File: config.mk
export PLATFORM = sky130hd
export DESIGN_NAME = shape_area_perimeter_accumulator_core
export DESIGN_NICKNAME = d
export VERILOG_FILES = /design/src/sv/sapa_pkg.sv /design/src/sv/sapa_dp.sv /design/src/sv/sapa_ctrl.sv /design/src/sv/shape_area_perimeter_accumulator_core.sv
export SDC_FILE = /design/constraint.sdc
export NUM_CORES = 2
export LEC_CHECK = 0
export BUFFER_PORTS_ARGS = -buffer_cell sky130_fd_sc_hd__buf_2
export CAP_MARGIN = 20
export CORE_MARGIN = 4
export CORE_UTILIZATION = 31
export CTS_CLUSTER_SIZE = 12
export DETAILED_ROUTE_END_ITERATION = 7
export PLACE_DENSITY = 0.43
export SLEW_MARGIN = 20
export SYNTH_ARGS = -nofsm -noshare
export SYNTH_HDL_FRONTEND = slang
export SYNTH_SLANG_ARGS = --single-unit
export TNS_END_PERCENT = 20
File: constraint.sdc
create_clock -name clk -period 25.6 [get_ports clk]
set_input_delay 2.56 -clock clk [delete_from_list [all_inputs] [get_ports clk]]
set_output_delay 2.56 -clock clk [all_outputs]
set_load 0.02 [all_outputs]
File: src/sv/sapa_pkg.sv
package sapa_pkg;

	localparam int AREA_BITS      = 40;
	localparam int PERIM_BITS     = 20;
	localparam int SUM_AREA_BITS  = 48;
	localparam int SUM_PERIM_BITS = 32;
	localparam int PI_BITS        = 18;
	localparam int ROUND_SHIFT    = 16;

	localparam logic [PI_BITS-1:0]     PI_Q16    = 18'd205887;
	localparam logic [ROUND_SHIFT-1:0] RND_HALF  = 16'h8000;
	localparam logic [AREA_BITS-1:0]   AREA_MAX  = '1;
	localparam logic [PERIM_BITS-1:0]  PERIM_MAX = '1;

	localparam logic [1:0] OP_CIRCLE = 2'd0;
	localparam logic [1:0] OP_RECT   = 2'd1;
	localparam logic [1:0] OP_TRI    = 2'd2;

	localparam logic STATUS_OK     = 1'b0;
	localparam logic STATUS_REJECT = 1'b1;

	typedef enum logic [2:0] {
		MX_A,
		MX_S,
		MX_FQ,
		MX_T1LO,
		MX_T1HI
	} mx_sel_t;

	typedef enum logic [2:0] {
		MY_A,
		MY_B,
		MY_FP,
		MY_FR,
		MY_PI,
		MY_T2LO,
		MY_T2HI
	} my_sel_t;

	typedef enum logic [1:0] {
		ACC_HOLD,
		ACC_CLR,
		ACC_ADD
	} acc_op_t;

	typedef enum logic [1:0] {
		SH_0,
		SH_1,
		SH_W,
		SH_2W
	} sh_sel_t;

	typedef enum logic [1:0] {
		AR_NONE,
		AR_ROUND,
		AR_PROD,
		AR_ROOT
	} area_src_t;

	typedef struct packed {
		mx_sel_t   mul_x;
		my_sel_t   mul_y;
		logic      t1_wr;
		logic      t2_wr;
		acc_op_t   acc_op;
		sh_sel_t   sh;
		area_src_t area_wr;
		logic      perim_rnd;
		logic      sq_step;
		logic      last;
	} ctrl_t;

	localparam ctrl_t CTRL_NOP = '{
		mul_x: MX_A, mul_y: MY_A, t1_wr: 1'b0, t2_wr: 1'b0, acc_op: ACC_HOLD,
		sh: SH_0, area_wr: AR_NONE, perim_rnd: 1'b0, sq_step: 1'b0, last: 1'b0
	};

	// per-shape step program for the shared multiply/accumulate datapath
	function automatic ctrl_t ucode(input logic [1:0] kind, input logic [2:0] step);
		ctrl_t c;
		c = CTRL_NOP;
		case (kind)
			OP_CIRCLE: begin
				case (step)
					3'd0: begin
						c.mul_x  = MX_A;
						c.mul_y  = MY_A;
						c.acc_op = ACC_CLR;
					end
					3'd1: begin
						c.t1_wr = 1'b1;
						c.mul_x = MX_A;
						c.mul_y = MY_PI;
					end
					3'd2: begin
						c.acc_op = ACC_ADD;
						c.sh     = SH_1;
					end
					3'd3: begin
						c.perim_rnd = 1'b1;
						c.acc_op    = ACC_CLR;
						c.mul_x     = MX_T1LO;
						c.mul_y     = MY_PI;
					end
					3'd4: begin
						c.mul_x  = MX_T1HI;
						c.mul_y  = MY_PI;
						c.acc_op = ACC_ADD;
						c.sh     = SH_0;
					end
					3'd5: begin
						c.acc_op = ACC_ADD;
						c.sh     = SH_W;
					end
					3'd6: begin
						c.area_wr = AR_ROUND;
						c.last    = 1'b1;
					end
					default: c = CTRL_NOP;
				endcase
			end
			OP_RECT: begin
				case (step)
					3'd0: begin
						c.mul_x = MX_A;
						c.mul_y = MY_B;
					end
					3'd1: begin
						c.area_wr = AR_PROD;
						c.last    = 1'b1;
					end
					default: c = CTRL_NOP;
				endcase
			end
			OP_TRI: begin
				case (step)
					3'd0: begin
						c.mul_x = MX_S;
						c.mul_y = MY_FP;
					end
					3'd1: begin
						c.t1_wr = 1'b1;
						c.mul_x = MX_FQ;
						c.mul_y = MY_FR;
					end
					3'd2: begin
						c.t2_wr  = 1'b1;
						c.acc_op = ACC_CLR;
					end
					3'd3: begin
						c.mul_x = MX_T1LO;
						c.mul_y = MY_T2LO;
					end
					3'd4: begin
						c.mul_x  = MX_T1LO;
						c.mul_y  = MY_T2HI;
						c.acc_op = ACC_ADD;
						c.sh     = SH_0;
					end
					3'd5: begin
						c.mul_x  = MX_T1HI;
						c.mul_y  = MY_T2LO;
						c.acc_op = ACC_ADD;
						c.sh     = SH_W;
					end
					3'd6: begin
						c.mul_x  = MX_T1HI;
						c.mul_y  = MY_T2HI;
						c.acc_op = ACC_ADD;
						c.sh     = SH_W;
					end
					3'd7: begin
						c.acc_op = ACC_ADD;
						c.sh     = SH_2W;
						c.last   = 1'b1;
					end
					default: c = CTRL_NOP;
				endcase
			end
			default: c = CTRL_NOP;
		endcase
		return c;
	endfunction

endpackage

File: src/sv/sapa_dp.sv
module sapa_dp #(
	parameter int DIM_BITS = 16
) (
	input  logic                           clk,
	input  logic                           start,
	input  logic [1:0]                     opcode,
	input  logic [DIM_BITS-1:0]            dim_a,
	input  logic [DIM_BITS-1:0]            dim_b,
	input  logic [DIM_BITS-1:0]            dim_c,
	input  sapa_pkg::ctrl_t                ctl,
	output logic                           ok,
	output logic [sapa_pkg::AREA_BITS-1:0]  area,
	output logic [sapa_pkg::PERIM_BITS-1:0] perim
);
	import sapa_pkg::*;

	localparam int M    = DIM_BITS + 2;
	localparam int W    = (M > PI_BITS) ? M : PI_BITS;
	localparam int PW   = 2 * W;
	localparam int AW   = 4 * W;
	localparam int NR   = 2 * W;
	localparam int REMW = NR + 2;
	localparam int RNW  = AW + 1 - ROUND_SHIFT;
	localparam int PXW  = (M > PERIM_BITS) ? M : PERIM_BITS;
	localparam int AXW  = (PW > AREA_BITS) ? PW : AREA_BITS;

	logic [M-1:0]    ea, eb, ec, ab, bc, ca, s_ld, fp_ld, fq_ld, fr_ld, perim_ld;
	logic            ok_ld;
	logic [PXW-1:0]  perim_ext;
	logic [PERIM_BITS-1:0] perim_ld_sat;

	logic [M-1:0]    a_q, b_q, s_q, fp_q, fq_q, fr_q;
	logic            ok_q;
	logic [PW-1:0]   prod_q, t1_q, t2_q;
	logic [AW-1:0]   acc_q;
	logic [REMW-1:0] rem_q;
	logic [NR-1:0]   root_q;
	logic [AREA_BITS-1:0]  area_q;
	logic [PERIM_BITS-1:0] perim_q;

	logic [W-1:0]    mx, my;
	logic [AW-1:0]   pshift;
	logic [REMW-1:0] rem_pre, trial;
	logic [AW:0]     add_a, add_b, add_sum;
	logic            add_cin, ge, rnd_op;
	logic [RNW-1:0]  rnd;
	logic [AXW-1:0]  prod_ext, root_ext;

	// item checks and triangle factors
	always_comb begin
		ea    = M'(dim_a);
		eb    = M'(dim_b);
		ec    = M'(dim_c);
		ab    = ea + eb;
		bc    = eb + ec;
		ca    = ec + ea;
		s_ld  = ab + ec;
		fp_ld = bc - ea;
		fq_ld = ca - eb;
		fr_ld = ab - ec;
		case (opcode)
			OP_CIRCLE: ok_ld = (dim_a != '0);
			OP_RECT:   ok_ld = (dim_a != '0) && (dim_b != '0);
			OP_TRI:    ok_ld = (dim_a != '0) && (dim_b != '0) && (dim_c != '0) &&
			                   (ab > ec) && (bc > ea) && (ca > eb);
			default:   ok_ld = 1'b0;
		endcase
		perim_ld     = (opcode == OP_RECT) ? {ab[M-2:0], 1'b0} : s_ld;
		perim_ext    = PXW'(perim_ld);
		perim_ld_sat = (perim_ext > PXW'(PERIM_MAX)) ? PERIM_MAX : perim_ext[PERIM_BITS-1:0];
	end

	always_ff @(posedge clk) begin
		if (start) begin
			a_q  <= ea;
			b_q  <= eb;
			s_q  <= s_ld;
			fp_q <= fp_ld;
			fq_q <= fq_ld;
			fr_q <= fr_ld;
			ok_q <= ok_ld;
		end
	end

	// shared multiplier
	always_comb begin
		case (ctl.mul_x)
			MX_A:    mx = W'(a_q);
			MX_S:    mx = W'(s_q);
			MX_FQ:   mx = W'(fq_q);
			MX_T1LO: mx = t1_q[W-1:0];
			MX_T1HI: mx = t1_q[PW-1:W];
			default: mx = '0;
		endcase
		case (ctl.mul_y)
			MY_A:    my = W'(a_q);
			MY_B:    my = W'(b_q);
			MY_FP:   my = W'(fp_q);
			MY_FR:   my = W'(fr_q);
			MY_PI:   my = W'(PI_Q16);
			MY_T2LO: my = t2_q[W-1:0];
			MY_T2HI: my = t2_q[PW-1:W];
			default: my = '0;
		endcase
	end

	always_ff @(posedge clk) begin
		prod_q <= mx * my;
		if (ctl.t1_wr) begin
			t1_q <= prod_q;
		end
		if (ctl.t2_wr) begin
			t2_q <= prod_q;
		end
	end

	// shared adder: accumulate, round, or square root trial subtract
	always_comb begin
		case (ctl.sh)
			SH_0:    pshift = AW'(prod_q);
			SH_1:    pshift = AW'(prod_q) << 1;
			SH_W:    pshift = AW'(prod_q) << W;
			SH_2W:   pshift = AW'(prod_q) << (2 * W);
			default: pshift = '0;
		endcase
		rem_pre = {rem_q[REMW-3:0], acc_q[AW-1:AW-2]};
		trial   = {root_q, 2'b01};
		rnd_op  = (ctl.area_wr == AR_ROUND) || ctl.perim_rnd;
		if (ctl.sq_step) begin
			add_a   = (AW+1)'(rem_pre);
			add_b   = ~((AW+1)'(trial));
			add_cin = 1'b1;
		end else if (rnd_op) begin
			add_a   = {1'b0, acc_q};
			add_b   = (AW+1)'(RND_HALF);
			add_cin = 1'b0;
		end else begin
			add_a   = {1'b0, acc_q};
			add_b   = {1'b0, pshift};
			add_cin = 1'b0;
		end
		add_sum  = add_a + add_b + (AW+1)'(add_cin);
		ge       = ~add_sum[AW];
		rnd      = add_sum[AW:ROUND_SHIFT];
		prod_ext = AXW'(prod_q);
		root_ext = AXW'(root_q >> 2);
	end

	always_ff @(posedge clk) begin
		if (start) begin
			rem_q  <= '0;
			root_q <= '0;
		end else if (ctl.sq_step) begin
			acc_q  <= acc_q << 2;
			rem_q  <= ge ? add_sum[REMW-1:0] : rem_pre;
			root_q <= {root_q[NR-2:0], ge};
		end else begin
			case (ctl.acc_op)
				ACC_CLR:  acc_q <= '0;
				ACC_ADD:  acc_q <= add_sum[AW-1:0];
				ACC_HOLD: acc_q <= acc_q;
				default:  acc_q <= acc_q;
			endcase
		end
	end

	// shape results, saturated
	always_ff @(posedge clk) begin
		if (start) begin
			perim_q <= perim_ld_sat;
		end else if (ctl.perim_rnd) begin
			perim_q <= (|rnd[RNW-1:PERIM_BITS]) ? PERIM_MAX : rnd[PERIM_BITS-1:0];
		end
		case (ctl.area_wr)
			AR_ROUND: area_q <= (|rnd[RNW-1:AREA_BITS]) ? AREA_MAX : rnd[AREA_BITS-1:0];
			AR_PROD:  area_q <= (prod_ext > AXW'(AREA_MAX)) ? AREA_MAX
			                                                : prod_ext[AREA_BITS-1:0];
			AR_ROOT:  area_q <= (root_ext > AXW'(AREA_MAX)) ? AREA_MAX
			                                                : root_ext[AREA_BITS-1:0];
			default:  area_q <= area_q;
		endcase
	end

	assign ok    = ok_q;
	assign area  = area_q;
	assign perim = perim_q;

endmodule

File: src/sv/sapa_ctrl.sv
module sapa_ctrl #(
	parameter int DIM_BITS = 16
) (
	input  logic            clk,
	input  logic            arst_n,
	input  logic            start,
	input  logic [1:0]      opcode,
	input  logic            ok,
	input  logic            retire,
	output logic            idle,
	output logic            done,
	output sapa_pkg::ctrl_t ctl
);
	import sapa_pkg::*;

	localparam int M  = DIM_BITS + 2;
	localparam int W  = (M > PI_BITS) ? M : PI_BITS;
	localparam int NR = 2 * W;
	localparam int CW = $clog2(NR);

	typedef enum logic [4:0] {
		ST_IDLE = 5'b00001,
		ST_RUN  = 5'b00010,
		ST_SQRT = 5'b00100,
		ST_ROOT = 5'b01000,
		ST_DONE = 5'b10000
	} state_t;

	state_t          state_q;
	logic [CW-1:0]   cnt_q;
	logic [1:0]      kind_q;

	always_comb begin
		ctl = CTRL_NOP;
		case (state_q)
			ST_RUN:  ctl = ucode(kind_q, cnt_q[2:0]);
			ST_SQRT: ctl.sq_step = 1'b1;
			ST_ROOT: ctl.area_wr = AR_ROOT;
			default: ctl = CTRL_NOP;
		endcase
	end

	always_ff @(posedge clk or negedge arst_n) begin
		if (!arst_n) begin
			state_q <= ST_IDLE;
			cnt_q   <= '0;
			kind_q  <= OP_CIRCLE;
		end else begin
			case (state_q)
				ST_IDLE: begin
					if (start) begin
						state_q <= ST_RUN;
						cnt_q   <= '0;
						kind_q  <= opcode;
					end
				end
				ST_RUN: begin
					// rejected shapes skip straight to the result
					if ((cnt_q == '0) && !ok) begin
						state_q <= ST_DONE;
					end else if (ctl.last) begin
						state_q <= (kind_q == OP_TRI) ? ST_SQRT : ST_DONE;
						cnt_q   <= '0;
					end else begin
						cnt_q <= cnt_q + CW'(1);
					end
				end
				ST_SQRT: begin
					if (cnt_q == CW'(NR - 1)) begin
						state_q <= ST_ROOT;
					end
					cnt_q <= cnt_q + CW'(1);
				end
				ST_ROOT: state_q <= ST_DONE;
				ST_DONE: begin
					if (retire) begin
						state_q <= ST_IDLE;
					end
				end
				default: state_q <= ST_IDLE;
			endcase
		end
	end

	assign idle = (state_q == ST_IDLE);
	assign done = (state_q == ST_DONE);

endmodule

File: src/sv/shape_area_perimeter_accumulator_core.sv
// an item steps through the states run, then sqrt and root for a triangle, then done;
// a rejected shape goes from run straight to done; W = max(DIM_BITS + 2, 18) below
// the triangle root is taken one bit per cycle on the shared adder, after six partial
// products on the shared W x W multiplier; one item is in flight, the next is taken the
// cycle after the result moves to the output register, once it is free or out_ready high
// arst_n clears the sequencer, the output valid and both running totals to zero
module shape_area_perimeter_accumulator_core #(
	parameter int DIM_BITS = 16
) (
	input  logic                                clk,
	input  logic                                arst_n,
	input  logic                                in_valid,
	output logic                                in_ready,
	input  logic [1:0]                          opcode,
	input  logic [DIM_BITS-1:0]                 dim_a,
	input  logic [DIM_BITS-1:0]                 dim_b,
	input  logic [DIM_BITS-1:0]                 dim_c,
	output logic                                out_valid,
	input  logic                                out_ready,
	output logic                                status,
	output logic [sapa_pkg::AREA_BITS-1:0]      shape_area,
	output logic [sapa_pkg::PERIM_BITS-1:0]     shape_perimeter,
	output logic [sapa_pkg::SUM_AREA_BITS-1:0]  sum_area,
	output logic [sapa_pkg::SUM_PERIM_BITS-1:0] sum_perimeter
);
	import sapa_pkg::*;

	logic            start, idle, done, retire, ok;
	ctrl_t           ctl;
	logic [AREA_BITS-1:0]  area;
	logic [PERIM_BITS-1:0] perim;

	logic                      out_valid_q, status_q;
	logic [AREA_BITS-1:0]      shape_area_q;
	logic [PERIM_BITS-1:0]     shape_perim_q;
	logic [SUM_AREA_BITS-1:0]  area_total_q;
	logic [SUM_PERIM_BITS-1:0] perim_total_q;
	logic [SUM_AREA_BITS:0]    area_add;
	logic [SUM_PERIM_BITS:0]   perim_add;

	assign in_ready = idle;
	assign start    = in_valid & idle;
	assign retire   = done & (~out_valid_q | out_ready);

	sapa_ctrl #(.DIM_BITS(DIM_BITS)) u_ctrl (
		.clk    (clk),
		.arst_n (arst_n),
		.start  (start),
		.opcode (opcode),
		.ok     (ok),
		.retire (retire),
		.idle   (idle),
		.done   (done),
		.ctl    (ctl)
	);

	sapa_dp #(.DIM_BITS(DIM_BITS)) u_dp (
		.clk    (clk),
		.start  (start),
		.opcode (opcode),
		.dim_a  (dim_a),
		.dim_b  (dim_b),
		.dim_c  (dim_c),
		.ctl    (ctl),
		.ok     (ok),
		.area   (area),
		.perim  (perim)
	);

	assign area_add  = {1'b0, area_total_q} + (SUM_AREA_BITS+1)'(area);
	assign perim_add = {1'b0, perim_total_q} + (SUM_PERIM_BITS+1)'(perim);

	always_ff @(posedge clk or negedge arst_n) begin
		if (!arst_n) begin
			out_valid_q   <= 1'b0;
			area_total_q  <= '0;
			perim_total_q <= '0;
		end else begin
			if (retire) begin
				out_valid_q <= 1'b1;
				if (ok) begin
					area_total_q  <= area_add[SUM_AREA_BITS] ? '1
					                                         : area_add[SUM_AREA_BITS-1:0];
					perim_total_q <= perim_add[SUM_PERIM_BITS] ? '1
					                                           : perim_add[SUM_PERIM_BITS-1:0];
				end
			end else if (out_ready) begin
				out_valid_q <= 1'b0;
			end
		end
	end

	always_ff @(posedge clk) begin
		if (retire) begin
			status_q      <= ok ? STATUS_OK : STATUS_REJECT;
			shape_area_q  <= ok ? area : '0;
			shape_perim_q <= ok ? perim : '0;
		end
	end

	assign out_valid       = out_valid_q;
	assign status          = status_q;
	assign shape_area      = shape_area_q;
	assign shape_perimeter = shape_perim_q;
	assign sum_area        = area_total_q;
	assign sum_perimeter   = perim_total_q;

endmodule
==> results.toml <==
[finish]
area_growth_pct = 12.8
diodes = 0
drive_gt1_frac = 0.0929
fillerInstances = 15500
fin_nets = 5967

[setup_path]
cp-endpoint = "u_dp.prod_q[35]$_DFF_P_"
critPathSlowestCell = "o221ai_1"
cpPeakStageDelay_ps = 870
endpoint_kind = "flip-flop"
cp.arrival_ps = 11370
worstSetupStartpointType = "flip-flop"
crit_path_max_fanout = 33
required_ps = 26160
crit_top_cell = "fa_1"
ff2ff_path_depth = 31
rrSetupSlack_ps = 14790
startpoint = "u_ctrl.cnt_q[1]$_DFFE_PN0P_"
worstReg2RegStart = "u_ctrl.cnt_q[1]$_DFFE_PN0P_"
r2r_end = "u_dp.prod_q[35]$_DFF_P_"
path_class = "reg -> reg"

[timing]
max_slew_margin = 0.245
slew_violations = 0
rsz0062_at_grt = "no"
fin_ws_ps = 14790
finalHoldViolCount = 0
fin_skew_ps = 28.6
timing.fmax_mhz = 92.5
period_share = 0.422
fin_tns_setup_ps = 0
worstMarginPinSlew_ps = 1130
setup_violations = 0
min_period_ps = 10810

[grt]
grt_util_all_layers = 0.231
antenna_found_initial = 4
grt.overflow.total = 0
grt_max_degree = 142
grt_pass1_wl_mm = 270
grt_pass1_vias = 39300

[die]
rows = 142
core-area_um2 = 150000
io_pins = 197
die_h_um = 397
fp.dieArea_um2 = 158000
dieWidth_um = 397
start_util = 0.313

[synth]
yosys-top-cells-count = "nand2_1, inv_1, nor2_1, edfxtp_1"
synth_top_area_share = 0.234
synth-async-reset-ratio = 0.165
netlist_area_um2 = 47000
ys_top_cells_by_area = "edfxtp_1, fa_1, ha_1"
synth_most_common_cell = "nand2_1"
synth_edf_count = 367
yosys.area.top_type = "edfxtp_1"
syn_nets = 5839
ys_seq_elements = 571
synth-main-ff-cell = "edfxtp_1"
seq_area_frac_synth = 0.331
synth_area_per_cell_um2 = 9.12
synth_cell_types = 83
yosysWarnings = 0
synth_cells = 5157

[route]
routed_wl_mm = 185
firstDrtPassIters = 6
post_drt_wl_per_cell_um = 25.1
drc_errors = 0
drtIter0Drc = 3118
viasPerCell = 5.39
ant_nets = 0
vias = 39700

[placed_design]
hpwlAfterDp_mm = 142
pre_cts_ws_ps = 14870
place_congestion = 0.918
numPortBuffers = 196

[run]
max-cap-violations = 0

[cts]
cts_root_buf = "clkbuf_16"
clk_latency_ps = 690
clkSinkCount = 571
cts_tree = "done"
cts_buffer_depth = 3
cts_inserted_buffers = 76
ctsResizeCount = 0
htree_levels = 3
cts_hold_buffers = 0
path_clk_slew_ps = 60
post-cts-setup-buffer-count = 0

[min_path]
whs_path_depth = 2
hold_class = "reg -> reg"

[outcome]
status = "finished clean"
## layout by cell type (no fill, tap or decap), types with 43 or more instances in the layout
cell / instances
a21o_1: 94
and2_1: 127
a211oi_1: 60
nor4_1: 57
fa_1: 267
edfxtp_1: 367
xor2_1: 73
o21ai_0: 242
xnor2_1: 157
inv_1: 445
ha_1: 361
buf_4: 95
dfrtp_1: 93
dfxtp_1: 110
clkbuf_16: 76
a21oi_1: 358
o21bai_1: 51
nand2_1: 694
nand4_1: 43
mux2i_1: 95
a22o_1: 71
nand3_1: 62
nor3_1: 60
buf_2: 195
nor2_1: 439
## cells by family after synthesis
| kind of cell | synth area share |
|---|---|
| AO/OA/AOI/OAI | 0.175 |
| AND/OR/NAND/NOR | 0.158 |
| XOR/XNOR | 0.0430 |
| multiplexers | 0.0267 |
| flip-flops | 0.331 |
| buffers and inverters | 0.0555 |
| adder cells (fa/ha/maj) | 0.210 |
## how the worst min path moves through the flow
stage                                      startpoint                           to
after CTS                 u_dp.root_q[7]$_SDFFE_PP0P_  u_dp.root_q[8]$_SDFFE_PP0P_
after detailed placement  u_dp.root_q[1]$_SDFFE_PP0P_  u_dp.root_q[2]$_SDFFE_PP0P_
final                     u_dp.root_q[7]$_SDFFE_PP0P_  u_dp.root_q[8]$_SDFFE_PP0P_
after global placement    u_dp.root_q[1]$_SDFFE_PP0P_  u_dp.root_q[2]$_SDFFE_PP0P_
after floorplan           u_dp.root_q[1]$_SDFFE_PP0P_  u_dp.root_q[2]$_SDFFE_PP0P_
after global routing      u_dp.root_q[1]$_SDFFE_PP0P_  u_dp.root_q[2]$_SDFFE_PP0P_
## critical path, delay by kind of cell, from the launching register on
| family | cells | cell delay [ps] |
|---|---|---|
| buffers and inverters | 6 | 950 |
| and+or+nand+nor | 5 | 1440 |
| DFF | 1 | 430 |
| xor gates and xnor gates | 1 | 160 |
| AOI/OAI and AO/OA | 11 | 3970 |
| adders and majority gates | 8 | 3700 |
## metrics by stage
| stage | hold WS [ps] | util | instances | area [um^2] |
|---|---|---|---|---|
| floorplan | 442 | - | 5157 | 47000 |
| global placement | 452 | 0.336 | 7222 | 50500 |
| detailed placement | 459 | 0.336 | 7223 | 50500 |
| CTS | 463 | 0.353 | 7363 | 53000 |
| global route | 486 | 0.353 | 7363 | 53000 |
| finish | 463 | 0.353 | 7363 | 53000 |
## registers in the layout, indices dropped and copies added, names as in the netlist, 36 cells and up
signal	cells
shape_area	40
sum_area	48
u_dp.acc_q	72
u_dp.area	40
u_dp.prod_q	36
u_dp.rem_q	36
u_dp.root_q	36
u_dp.t1_q	36
u_dp.t2_q	36
## metal layers
metal / GRT usage / vias up / routed length, um
met1: 0.307 / 19800 / 81000
met3: 0.0280 / 251 / 9320
met4: 0.0797 / 0 / 6850
met5: 0 / - / 0
li1: - / 18400 / -
met2: 0.387 / 1163 / 87800
## cell type report
class,count,area [um^2],area share
clock buffers,104,2070,0.0390
clock inverters,36,450,0.00849
inverters,448,1690,0.0319
multi-input cells,3898,29000,0.547
flip-flops and latches,571,15600,0.294
well taps,2016,2520,0.0476
repair buffers,290,1690,0.0319
Power is not shown: default switching activity piles up to over one toggle a cycle in this logic, so the estimate is an artifact.
